File: config.mk
export PLATFORM = sky130hd
export DESIGN_NAME = cnalu_div_cell
export DESIGN_NICKNAME = d
export VERILOG_FILES = /design/src/rtl/cnalu_pkg.sv /design/src/rtl/cnalu_div_cell.sv
export SDC_FILE = /design/constraint.sdc
export NUM_CORES = 1
export LEC_CHECK = 0
export ABC_AREA = 1
export BUFFER_PORTS_ARGS = -buffer_cell sky130_fd_sc_hd__buf_2
export CAP_MARGIN = 20
export CORE_AREA = 2 2 700 702
export CTS_CLUSTER_SIZE = 40
export DETAILED_ROUTE_END_ITERATION = 7
export DIE_AREA = 0 0 702 704
export PLACE_DENSITY = 0.32
export SYNTH_ARGS = -nofsm -noshare
export SYNTH_HDL_FRONTEND = slang
export SYNTH_SLANG_ARGS = --single-unit
File: constraint.sdc
create_clock -name clock -period 6 [get_ports clock]
set_clock_uncertainty 0.2 [all_clocks]
set_input_delay 0.9 -clock clock [delete_from_list [all_inputs] [get_ports clock]]
set_output_delay 0.9 -clock clock [all_outputs]
set_load 0.01 [all_outputs]
File: src/rtl/cnalu_pkg.sv
// ----------------------------------------------------------------------------
// cnalu_pkg
// commands and status codes; the per-item payload carried along the cell chain is defined in complex_number_alu_top
// ----------------------------------------------------------------------------
package cnalu_pkg;

   localparam int CMD_BITS = 4;

   typedef enum logic [CMD_BITS-1:0] {
      CMD_EQ  = 4'd0,
      CMD_NE  = 4'd1,
      CMD_AND = 4'd2,
      CMD_OR  = 4'd3,
      CMD_ADD = 4'd4,
      CMD_SUB = 4'd5,
      CMD_MUL = 4'd6,
      CMD_DIV = 4'd7,
      CMD_DVB = 4'd8
   } cmd_type;

   localparam logic [1:0] ST_OK  = 2'd0;
   localparam logic [1:0] ST_SAT = 2'd1;
   localparam logic [1:0] ST_DBZ = 2'd2;

endpackage

File: src/rtl/cnalu_div_cell.sv
// ----------------------------------------------------------------------------
// cnalu_div_cell
// one restoring-division step for both quotient parts, registered
// ----------------------------------------------------------------------------
module cnalu_div_cell
   import cnalu_pkg::*;
#(
   parameter int NB = 128,
   parameter int STEP = 0
) (
   input  logic          clock,
   input  logic          reset,
   input  logic          en,
   input  logic          v_in,
   input  logic [NB-1:0] den_in,
   input  logic [NB-1:0] nr_in,
   input  logic [NB-1:0] ni_in,
   input  logic [NB-1:0] rr_in,
   input  logic [NB-1:0] ri_in,
   input  logic [NB-1:0] qr_in,
   input  logic [NB-1:0] qi_in,
   output logic          v_ff,
   output logic [NB-1:0] den_ff,
   output logic [NB-1:0] nr_ff,
   output logic [NB-1:0] ni_ff,
   output logic [NB-1:0] rr_ff,
   output logic [NB-1:0] ri_ff,
   output logic [NB-1:0] qr_ff,
   output logic [NB-1:0] qi_ff
);
   localparam int BIT = NB - 1 - STEP;
   logic [NB:0] tr, ti, dr, di;
   logic [NB-1:0] rr_nx, ri_nx, qr_nx, qi_nx;

   always_comb begin
      tr = {rr_in, nr_in[BIT]};
      ti = {ri_in, ni_in[BIT]};
      dr = tr - {1'b0, den_in};
      di = ti - {1'b0, den_in};
      rr_nx = dr[NB] ? tr[NB-1:0] : dr[NB-1:0];
      ri_nx = di[NB] ? ti[NB-1:0] : di[NB-1:0];
      qr_nx = qr_in;
      qi_nx = qi_in;
      qr_nx[BIT] = ~dr[NB];
      qi_nx[BIT] = ~di[NB];
   end

   always_ff @(posedge clock) begin
      if (reset) begin
         v_ff <= 1'b0;
      end else if (en) begin
         v_ff <= v_in;
      end
      if (en) begin
         den_ff <= den_in;
         nr_ff  <= nr_in;
         ni_ff  <= ni_in;
         rr_ff  <= rr_nx;
         ri_ff  <= ri_nx;
         qr_ff  <= qr_nx;
         qi_ff  <= qi_nx;
      end
   end
endmodule

; After elaboration in Yosys (flattened, before gate mapping)
; Cells that the tools add are included.
[op_classes]
mul = 0
n_div = 0
bitwise_logic = 2
muxes = 2
order_cmp = 0
reduce_logical = 0
n_addsub = 2
n_eq_ne = 0
shifts = 0
[op_table]
columns = op, count
row1 = 129-bit by 128-bit subtractor with 129-bit output, 2
row2 = 128-bit 2-to-1 mux, 2
row3 = 1-bit NOT, 2
[word_totals]
wordCells = 14
romBits = 0
latchBits = 0
mem_bits_rw = 0
mem_count = 0
reg_bits = 897

; Logic depth before layout (Yosys ltp)
; Gate-level depths: netlist (run 1).
[logic_depth]
ltp_word = 2
mapped_depth = 22
mapped_depth_nobuf = 20

; Worst setup path after synthesis (run 1)
; Ideal clock, no wire load.
[synth_path]
path_kind = input -> register
startpoint = in nr_in[127]
endpoint = reg rr_ff[103], data pin
arrival_ps = 2861
path_stages = 21
path_slack_ps = 2687
path_cell_list = inv_1 > ha_1 > fa_1 > inv_1 > nand2_1 > nand2_1 > nand3_1 > nand2_2 > nand2_1 > nand2_2 > nand2_2 > nand2_2 > nand2_1 > nand2_2 > nand2_2 > nand3_1 > nand2_4 > buf_4 > buf_6 > nand2_1 > nand2_1
[synth_between]
elab_chain_len = 2
[synth_lines]
columns = item, line
row1 = start: declaration, cnalu_div_cell.sv:16  ; input logic [NB-1:0] nr_in,
row2 = 129-bit by 128-bit subtractor with 129-bit output, cnalu_div_cell.sv:38  ; dr = tr - {1'b0, den_in};
row3 = 128-bit 2-to-1 mux, cnalu_div_cell.sv:40  ; rr_nx = dr[NB] ? tr[NB-1:0] : dr[NB-1:0];
row4 = named net rr_nx[103], cnalu_div_cell.sv:33  ; logic [NB-1:0] rr_nx, ri_nx, qr_nx, qi_nx;
row5 = end signal: assignment, cnalu_div_cell.sv:58  ; rr_ff <= rr_nx;
row6 = end: declaration, cnalu_div_cell.sv:26  ; output logic [NB-1:0] rr_ff,
; The timed path passes the listed nets, and every way through them passes these cells.
; A chain may end at the register's enable or synchronous reset.

; Worst setup path after layout (run 1)
[layout_path]
startpoint = in den_in[115]
endpoint = reg ri_ff[80], data pin
[layout_between]
elab_chain_len = 2
[layout_lines]
columns = item, line
row1 = start: declaration, cnalu_div_cell.sv:15  ; input logic [NB-1:0] den_in,
row2 = 129-bit by 128-bit subtractor with 129-bit output, cnalu_div_cell.sv:39  ; di = ti - {1'b0, den_in};
row3 = 128-bit 2-to-1 mux, cnalu_div_cell.sv:41  ; ri_nx = di[NB] ? ti[NB-1:0] : di[NB-1:0];
row4 = named net ri_nx[80], cnalu_div_cell.sv:33
row5 = end signal: assignment, cnalu_div_cell.sv:59  ; ri_ff <= ri_nx;
row6 = end: declaration, cnalu_div_cell.sv:27  ; output logic [NB-1:0] ri_ff,
; The timed path passes the listed nets, and every way through them passes these cells.

==> summary.txt, run 1 <==
Yosys
  – Post-synthesis sequential element count: ~900
  – Yosys warns: 0
  – Post-Syn Area per Cell: ~7.2 um^2
  – Syn nets: between 9,000 and 10,000
  – Distinct cells, synth: 37
  – Post-Synthesis Cells: ~8,300
  – Seq/Total Area, Yosys: between 40% and 50%
  – Post-Syn Area: between 50,000 and 60,000 um^2

Clock network
  – Clock Latency Late Sink: about 0.86 ns
  – CTS tree: done
  – CTS sink cnt: between 800 and 900
  – H-tree depth: 3
  – Root Driver: clkbuf_16
  – Num CTS Buffers: ~130
  – Clock slew at reported path FFs: approximately 0.060 ns
  – CTS resizes: 0
  – Longest Clk Path Bufs: 4

GRT
  – Largest net degree at the start of global routing: 133
  – Initial antenna violation count: between 150 and 200
  – First-pass GRT wire length: 574,000 um
  – Vias in the first global route: around 63,000
  – Global Route Usage Sum: 17.4%
  – Overflow after GRT: 0

Final layout
  – Most frequent cells in the layout: 3,834 x nand2_1, 1,828 x inv_1, 1,793 x buf_2, 896 x edfxtp_1, 566 x dlygate4sd3_1
  – Layout Nets: ~12,000
  – Layout cells sized above 1: 19.5%
  – Area Overhead vs Synth: 45.0%
  – Layout fillers: approximately 56,000
  – Commonest non-fill, non-tap cell in the layout: nand2_1

Worst setup path
  – Critical path peak fanout: 60
  – Worst path required time: 6.51 ns
  – Worst Setup End Kind: flop
  – CP Launch Type: input port
  – Worst path max stage delay: around 0.53 ns
  – CP dominant cell by count: nand2_1
  – Crit Path Class: in2reg
  – Slowest CP cell: dlygate4sd3_1
  – Worst EP arrival: roughly 5.2 ns
  – Worst r2r path cells: 3
  – CP cell instances: dlygate4sd3_1, buf_2, inv_1, ha_1, nand2_1, inv_1, a21oi_1, o21ai_0, a21oi_1, nand2_1, a21oi_1, nand3_1, nand2_8, buf_12, nand2_1, nand2_1

Floorplanning
  – I/O pins: roughly 1,800
  – Die Wd: 702 um
  – DIE HEIGHT: between 700 and 800 um
  – Die ar.: between 400,000 and 500,000 um^2
  – Rows: 257
  – Initial Util: between 10% and 20%
  – CORE AREA: just under 500,000 um^2

Timing
  – Period minus WS final: around 4.7 ns
  – Worst slew margin: a little over a third
  – Worst Max-Slew Pin Slew: 0.954 ns
  – Tcrit/Tclk final: about four fifths
  – Hold Slack: approximately 0.078 ns
  – Setup tns final: 0 ns
  – Unrepaired setup endpoints after global routing: false
  – # setup viols final: 0
  – FMAX: between 0.2 and 0.25 GHz
  – Final Hold Vio Count: 0
  – Slew Viols, Final: 0

Power and ir drop
  – Psw: approximately 8 mW
  – Max IR drop VDD: about 260 uV
  – Register share of total power: a little over a third
  – Clock share of power: ~35%
  – Net Sw Frac: between 30% and 40%
  – Comb pwr share: 29.4%
  – Internal: 13.9 mW
  – PwrDens: around 250 nW/um^2
  – Leak: ~44 nW

Route
  – DR vias/cell: 3.59
  – Total number of vias: between 60,000 and 70,000
  – Post-Route WL: about 450,000 um
  – Residual DRC: 0
  – Average wire per standard cell: around 26 um
  – Pre-antenna DRT Iters: 6
  – DRT antenna net count: 0
  – DRT iter0 DRCs: 4,011

Placement
  – Port-buffer cells: approximately 1,800
  – GP Congestion: roughly 0.95
  – Final HPWL DP: between 400,000 and 500,000 um

Min path
  – Worst Hold Class: in2reg
  – Hold Path Depth: 1

Status
  – Status: finished clean

Flow run
  – Maximum capacitance violations: 0
-- flip-flops by register name, indices dropped and copies added (netlist names) --
| name | count |
|---|---|
| qi_ff | 128 |
| v_ff | 1 |
| ni_ff | 128 |
| den_ff | 128 |
| qr_ff | 128 |
| ri_ff | 128 |
| nr_ff | 128 |
| rr_ff | 128 |
-- synth_stat cells --
master,n,area [um^2]
nand2_4,22,248
buf_12,4,80.1
buf_6,26,293
nand3_2,1,10.0
nor2_2,32,200
xnor2_1,2,17.5
nand4_1,66,413
and2_1,6,37.5
nor3_4,2,32.5
nor4_1,6,37.5
inv_2,17,63.8
or2_1,1,6.26
buf_2,4,20.0
nor2_4,3,33.8
buf_8,8,120
dfxtp_1,1,20.0
nand2_1,3835,14400
nand3b_1,3,22.5
nor2_1,538,2020
a21o_1,1,7.51
o21ai_1,1,5.00
xor2_1,124,1090
a21oi_1,209,1050
o21bai_1,27,203
and3_1,6,37.5
clkinv_1,3,11.3
nand3_1,242,1210
buf_4,14,105
ha_1,256,3200
edfxtp_1,896,26900
mux2i_1,1,10.0
nor3_1,67,335
inv_1,1828,6860
nand2_2,28,175
o21ai_0,19,95.1
a21oi_2,5,43.8
fa_1,2,40.0
-- cells by family after synthesis --
family	share of synthesized area (%)
XOR/XNOR	1.86
AO/OA/AOI/OAI	2.35
buffers and inverters	12.7
flip-flops	45.3
adder cells (fa/ha/maj)	5.46
multiplexers	0.0168
AND/OR/NAND/NOR	32.3
-- power by group through the flow --
stage               registers (mW)  logic, mW  clock network (mW)
floorplan                     8.29       2.46                   0
global route                  7.95       6.94                8.05
finish                        7.90       6.44                7.56
global placement              8.03       6.25                   0
CTS                           7.91       6.57                7.93
detailed placement            8.03       6.21                   0
-- layout make-up --
class / count / area, um^2 / area share, %
diodes: 60 / 150 / 0.174
clock buffers: 149 / 3240 / 3.76
clock inverters: 79 / 785 / 0.910
inverters: 1848 / 6940 / 8.05
multi-input cells: 5505 / 25000 / 29.0
flip-flops and latches: 897 / 26900 / 31.2
well taps: 6475 / 8100 / 9.40
repair buffers: 2400 / 15100 / 17.5
-- per-stage QoR --
stage          total power, mW  std cells  setup slack, ns  utilization, %  cell area [um^2]
2_1_floorplan             10.8       8306             2.69               -             59500
3_3_place_gp              14.3      16600            0.826            15.7             76400
3_5_place_dp              14.2      16600            0.856            15.7             76400
4_1_cts                   22.4      17400             1.26            17.7             86100
5_1_grt                   23.0      17400             1.08            17.7             86100
6_report                  21.9      17400             1.31            17.7             86200
-- worst max-delay path: cells and delay by family --
family	cells	cell delay [ns]
AOI/OAI and AO/OA	4	1.10
adders and majority gates	1	0.40
buffers and inverters	5	1.48
and+or+nand+nor	6	1.15
-- routing by layer --
metal | part of all wire (%) | wire length (um) | GRT usage (%) | up-vias
li1 | - | - | - | 30200
met1 | 37 | 166000 | 18.5 | 29600
met2 | 53 | 239000 | 33.8 | 2059
met3 | 4.8 | 21700 | 2.72 | 622
met4 | 5.1 | 22900 | 7.27 | 16
met5 | 0.026 | 119 | 0 | -
-- final timing paths --
kind,start,slack [ns],end
setup / recovery,den_in[115],1.31,ri_ff[80]
hold / removal,ni_in[8],0.08,ni_ff[8]
setup reg to reg,v_ff,4.64,v_ff
hold reg to reg,v_ff,0.88,v_ff
-- repair_timing --
item,4_1_cts,5_1_grt
setup buffers,0,0
hold buffers,566,0
endpoints found under the hold margin,565,0
Power figures use the tool's default switching activity.
==> run 2: changes to the inputs <==
==> config.mk (replaced) <==
export PLATFORM = sky130hd
export DESIGN_NAME = cnalu_div_cell
export DESIGN_NICKNAME = d
export VERILOG_FILES = /design/src/rtl/cnalu_pkg.sv /design/src/rtl/cnalu_div_cell.sv
export SDC_FILE = /design/constraint.sdc
export NUM_CORES = 1
export LEC_CHECK = 0
export ABC_AREA = 0
export BUFFER_PORTS_ARGS = -buffer_cell sky130_fd_sc_hd__buf_2
export CAP_MARGIN = 20
export CORE_AREA = 2 2 707 709
export CTS_CLUSTER_SIZE = 40
export DETAILED_ROUTE_END_ITERATION = 7
export DIE_AREA = 0 0 709 711
export PLACE_DENSITY = 0.3
export SYNTH_ARGS = -nofsm -noshare
export SYNTH_HDL_FRONTEND = slang
export SYNTH_SLANG_ARGS = --single-unit
==> constraint.sdc (replaced) <==
create_clock -name clock -period 3.9 [get_ports clock]
set_clock_uncertainty 0.2 [all_clocks]
set_input_delay 0.585 -clock clock [delete_from_list [all_inputs] [get_ports clock]]
set_output_delay 0.585 -clock clock [all_outputs]
set_load 0.01 [all_outputs]
==> summary.txt, run 2 <==
Yosys
  – FFs w/ async S/R, synth: 0% (unchanged)
  – Largest cells by area after synthesis: edfxtp_1 56%, ha_1 6.7%, mux2_1 4.3%
  – Synth area leader: edfxtp_1
  – Syn nets: 5,186 (-45%)
  – Post-Synthesis Cells: 4,028 (-52%)
  – Yosys warns: 0 (unchanged)
  – Post-synthesis sequential element count: 897 (unchanged)
  – Post-synth EDFFs: 896 (unchanged)
  – Distinct cells, synth: 96 (+160%)
  – Most instantiated cells after synthesis: 896 x edfxtp_1, 386 x a21oi_1, 298 x nand2_1
  – Post-Syn Area: 48,000 um^2 (-19%)
  – Synth top area share: 56.1% (+11 points)
  – Most used DFF post-synth: edfxtp_1
  – Most common cell in the netlist: edfxtp_1
  – Seq/Total Area, Yosys: 56.2% (+11 points)
  – Post-Syn Area per Cell: 11.9 um^2 (+66%)

Floorplanning
  – DIE HEIGHT: 711 um (+0.99%)
  – CORE AREA: 496,000 um^2 (+1.8%)
  – Rows: 259 (+0.78%)
  – Die Wd: 709 um (+1.0%)
  – Initial Util: 9.67% (-2.5 points)
  – Die ar.: 504,000 um^2 (+2.0%)
  – I/O pins: 1,797 (unchanged)

Final layout
  – Commonest non-fill, non-tap cell in the layout: buf_2
  – Area Overhead vs Synth: 96.7%
  – Most frequent cells in the layout: 1,767 x buf_2, 1,568 x buf_4, 896 x edfxtp_1, 880 x dlygate4sd3_1, 335 x a21oi_1
  – Layout fillers: 54,900 (-2.6%)
  – Layout cells sized above 1: 49.2% (+30 points)
  – Final Non-Filler Cells: 15,100 (-13%)
  – Layout Nets: 9,474 (-21%)
  – Post-route cell area: 94,300 um^2 (+9.4%)

Worst setup path
  – Crit Path Class: in2reg
  – Worst r2r path cells: 3 (unchanged)
  – Worst path required time: 4.25 ns (-2.26 ns)
  – Worst Setup End Kind: flop
  – CP dominant cell by count: buf_4
  – Critical path peak fanout: 5 (-92%)
  – Slowest CP cell: mux2_1
  – CP Launch Type: input port
  – CP cell instances: buf_4, inv_1, ha_4, buf_6, nand4_1, nor2_2, nand2_1, buf_4, buf_4, buf_4, buf_4, buf_4, buf_4, o221a_2, o311ai_4, buf_12, a31oi_4, buf_4, nor3_4, a21oi_2, o21bai_2, buf_4, xor2_1, mux2_1
  – Worst path max stage delay: 0.29 ns (-0.24 ns)
  – Worst EP arrival: 4.36 ns (-0.83 ns)

Timing
  – Worst Setup Slack, final: -0.115 ns (-1.43 ns)
  – Tcrit/Tclk final: 103%
  – Worst Max-Slew Pin Slew: 0.770 ns (-0.184 ns)
  – Period minus WS final: around 4.0 ns
  – # setup viols final: 139 (+139)
  – Final Hold Vio Count: 0 (unchanged)
  – Slew Viols, Final: 0 (unchanged)
  – Unrepaired setup endpoints after global routing: true
  – FMAX: about 0.25 GHz
  – Worst slew margin: 48.7% (+12 points)

Route
  – Total number of vias: 51,000 (-18%)
  – DR vias/cell: 3.37 (-6.1%)
  – DRT iter0 DRCs: 2,566 (-36%)
  – DRT antenna net count: 0 (unchanged)
  – Pre-antenna DRT Iters: 7 (+1)
  – Residual DRC: 0 (unchanged)
  – Average wire per standard cell: 23.7 um (-8.4%)
  – Post-Route WL: 358,000 um (-20%)

Clock network
  – Clock Latency Late Sink: 0.85 ns (about the same)
  – Num CTS Buffers: 134 (+7.2%)
  – Clock slew at reported path FFs: 0.06 ns (about the same)
  – Longest Clk Path Bufs: 4 (unchanged)
  – CTS tree: done
  – CTS sink cnt: 897 (unchanged)
  – Root Driver: clkbuf_16
  – H-tree depth: 4 (+1)

Flow run
  – Maximum capacitance violations: 0 (unchanged)

Power and ir drop
  – Final Power: 36.6 mW (+67%)
  – PwrDens: 388 nW/um^2 (+53%)
  – Max IR drop VDD: 339 uV (+29%)
  – Leak: 39.7 nW (-10%)

Placement
  – Area after DPL: 77,200 um^2 (+1.1%)
  – Final HPWL DP: 305,000 um (-24%)
  – Port-buffer cells: 1,794 (unchanged)
  – DP Cell Count: 13,900 (-16%)
  – GP Congestion: 0.851 (-10%)

Status
  – Failing checks: negative setup slack
  – Status: finished with violations

GRT
  – Vias in the first global route: 54,400 (-13%)
  – GR Layer Usage met1: 14.0% (-4.4 points)
  – Overflow after GRT: 0 (unchanged)
  – Initial antenna violation count: 181 (+12%)
  – Busiest grt layer: met2
  – Largest net degree at the start of global routing: 96 (-28%)
  – GR Util met3: 3.08% (+0.36 points)
  – Global Route Usage Sum: 13.5% (-4.0 points)
  – First-pass GRT wire length: 467,000 um (-19%)
  – Met2 Use GR: 25.8% (-7.9 points)

Min path
  – Worst Hold Class: in2reg
  – Hold Path Depth: 1 (unchanged)
## run 2: cell count changes after synthesis, moves of 151 or more
cell	change
nand2_1	-3537
inv_1	-1633
nor2_1	-310
nand3_1	-198
mux2_1	+182
a21oi_1	+177
o21ai_0	+151
## run 2: kinds of logic (layout without fill, tap and decap cells)
group                    after synthesis  in the layout  share of synthesized area [%]
flip-flops                           897            897                           56.2
other                                  0             61                              0
AO/OA/AOI/OAI                       1090           1090                           14.6
multiplexers                         241            241                           5.65
XOR/XNOR                             242            242                           4.42
AND/OR/NAND/NOR                      905            905                           8.94
buffers and inverters                395           4779                           3.45
adder cells (fa/ha/maj)              258            258                           6.76
## run 2: power breakdown
group / switching (mW) / internal, mW
sequential: 0.356 / 11.8
clock: 5.21 / 7.45
combinational: 6.23 / 5.46
total: 11.8 / 24.8
## run 2: per-layer routing
metal	wire length, um	vias up
met5	189	-
met2	189000	1700
met4	16800	28
met1	130000	24900
met3	21600	524
li1	-	23900
## run 2: repair_timing
item / CTS / global route
setup buffers: 35 / 35
hold buffers: 881 / 0
resized for setup: 295 / 303
endpoints found under the hold margin: 880 / 0
endpoints found under the setup margin: 258 / 256
cloned: 4 / 11
pin swaps: 74 / 107
## run 2: final timing paths
kind | startpoint | end | slack, ns
worst min-delay path | en | ni_ff[117] | 0.06
worst min register to register | v_ff | v_ff | 0.85
worst max-delay path | den_in[54] | ri_ff[89] | -0.12
worst max register to register | v_ff | v_ff | 2.57
## run 2: through the flow
stage	setup WS, ns	hold WS (ns)	setup TNS, ns	utilization (%)
floorplan	-0.0271	0.328	-1.65	-
global placement	-2.15	0.272	-400.31	15.6
finish	-0.115	0.0555	-5.73	19.0
global route	-0.217	0.0239	-16.81	19.0
detailed placement	-1.99	0.283	-389.99	15.6
CTS	-0.240	0.0000328	-12.78	18.6
## run 2: final cells by class
cell class	instances	area, um^2	area share [%]
Tap cell	6655	8330	8.83
Sequential cell	897	26900	28.6
Clock buffer	160	3490	3.70
Clock inverter	72	890	0.943
Antenna cell	61	153	0.162
Timing Repair Buffer	4352	31800	33.7
Multi-Input combinational cell	2736	22000	23.3
Inverter	195	754	0.800
## run 2: critical path: cells and delay by family
family / cells / cell delay, ns
buffers and inverters: 12 / 1.59
multiplexers: 1 / 0.29
AND/OR/NAND/NOR: 4 / 0.72
XOR/XNOR: 1 / 0.05
AO/OA/AOI/OAI: 5 / 0.82
adder cells (fa/ha/maj): 1 / 0.28
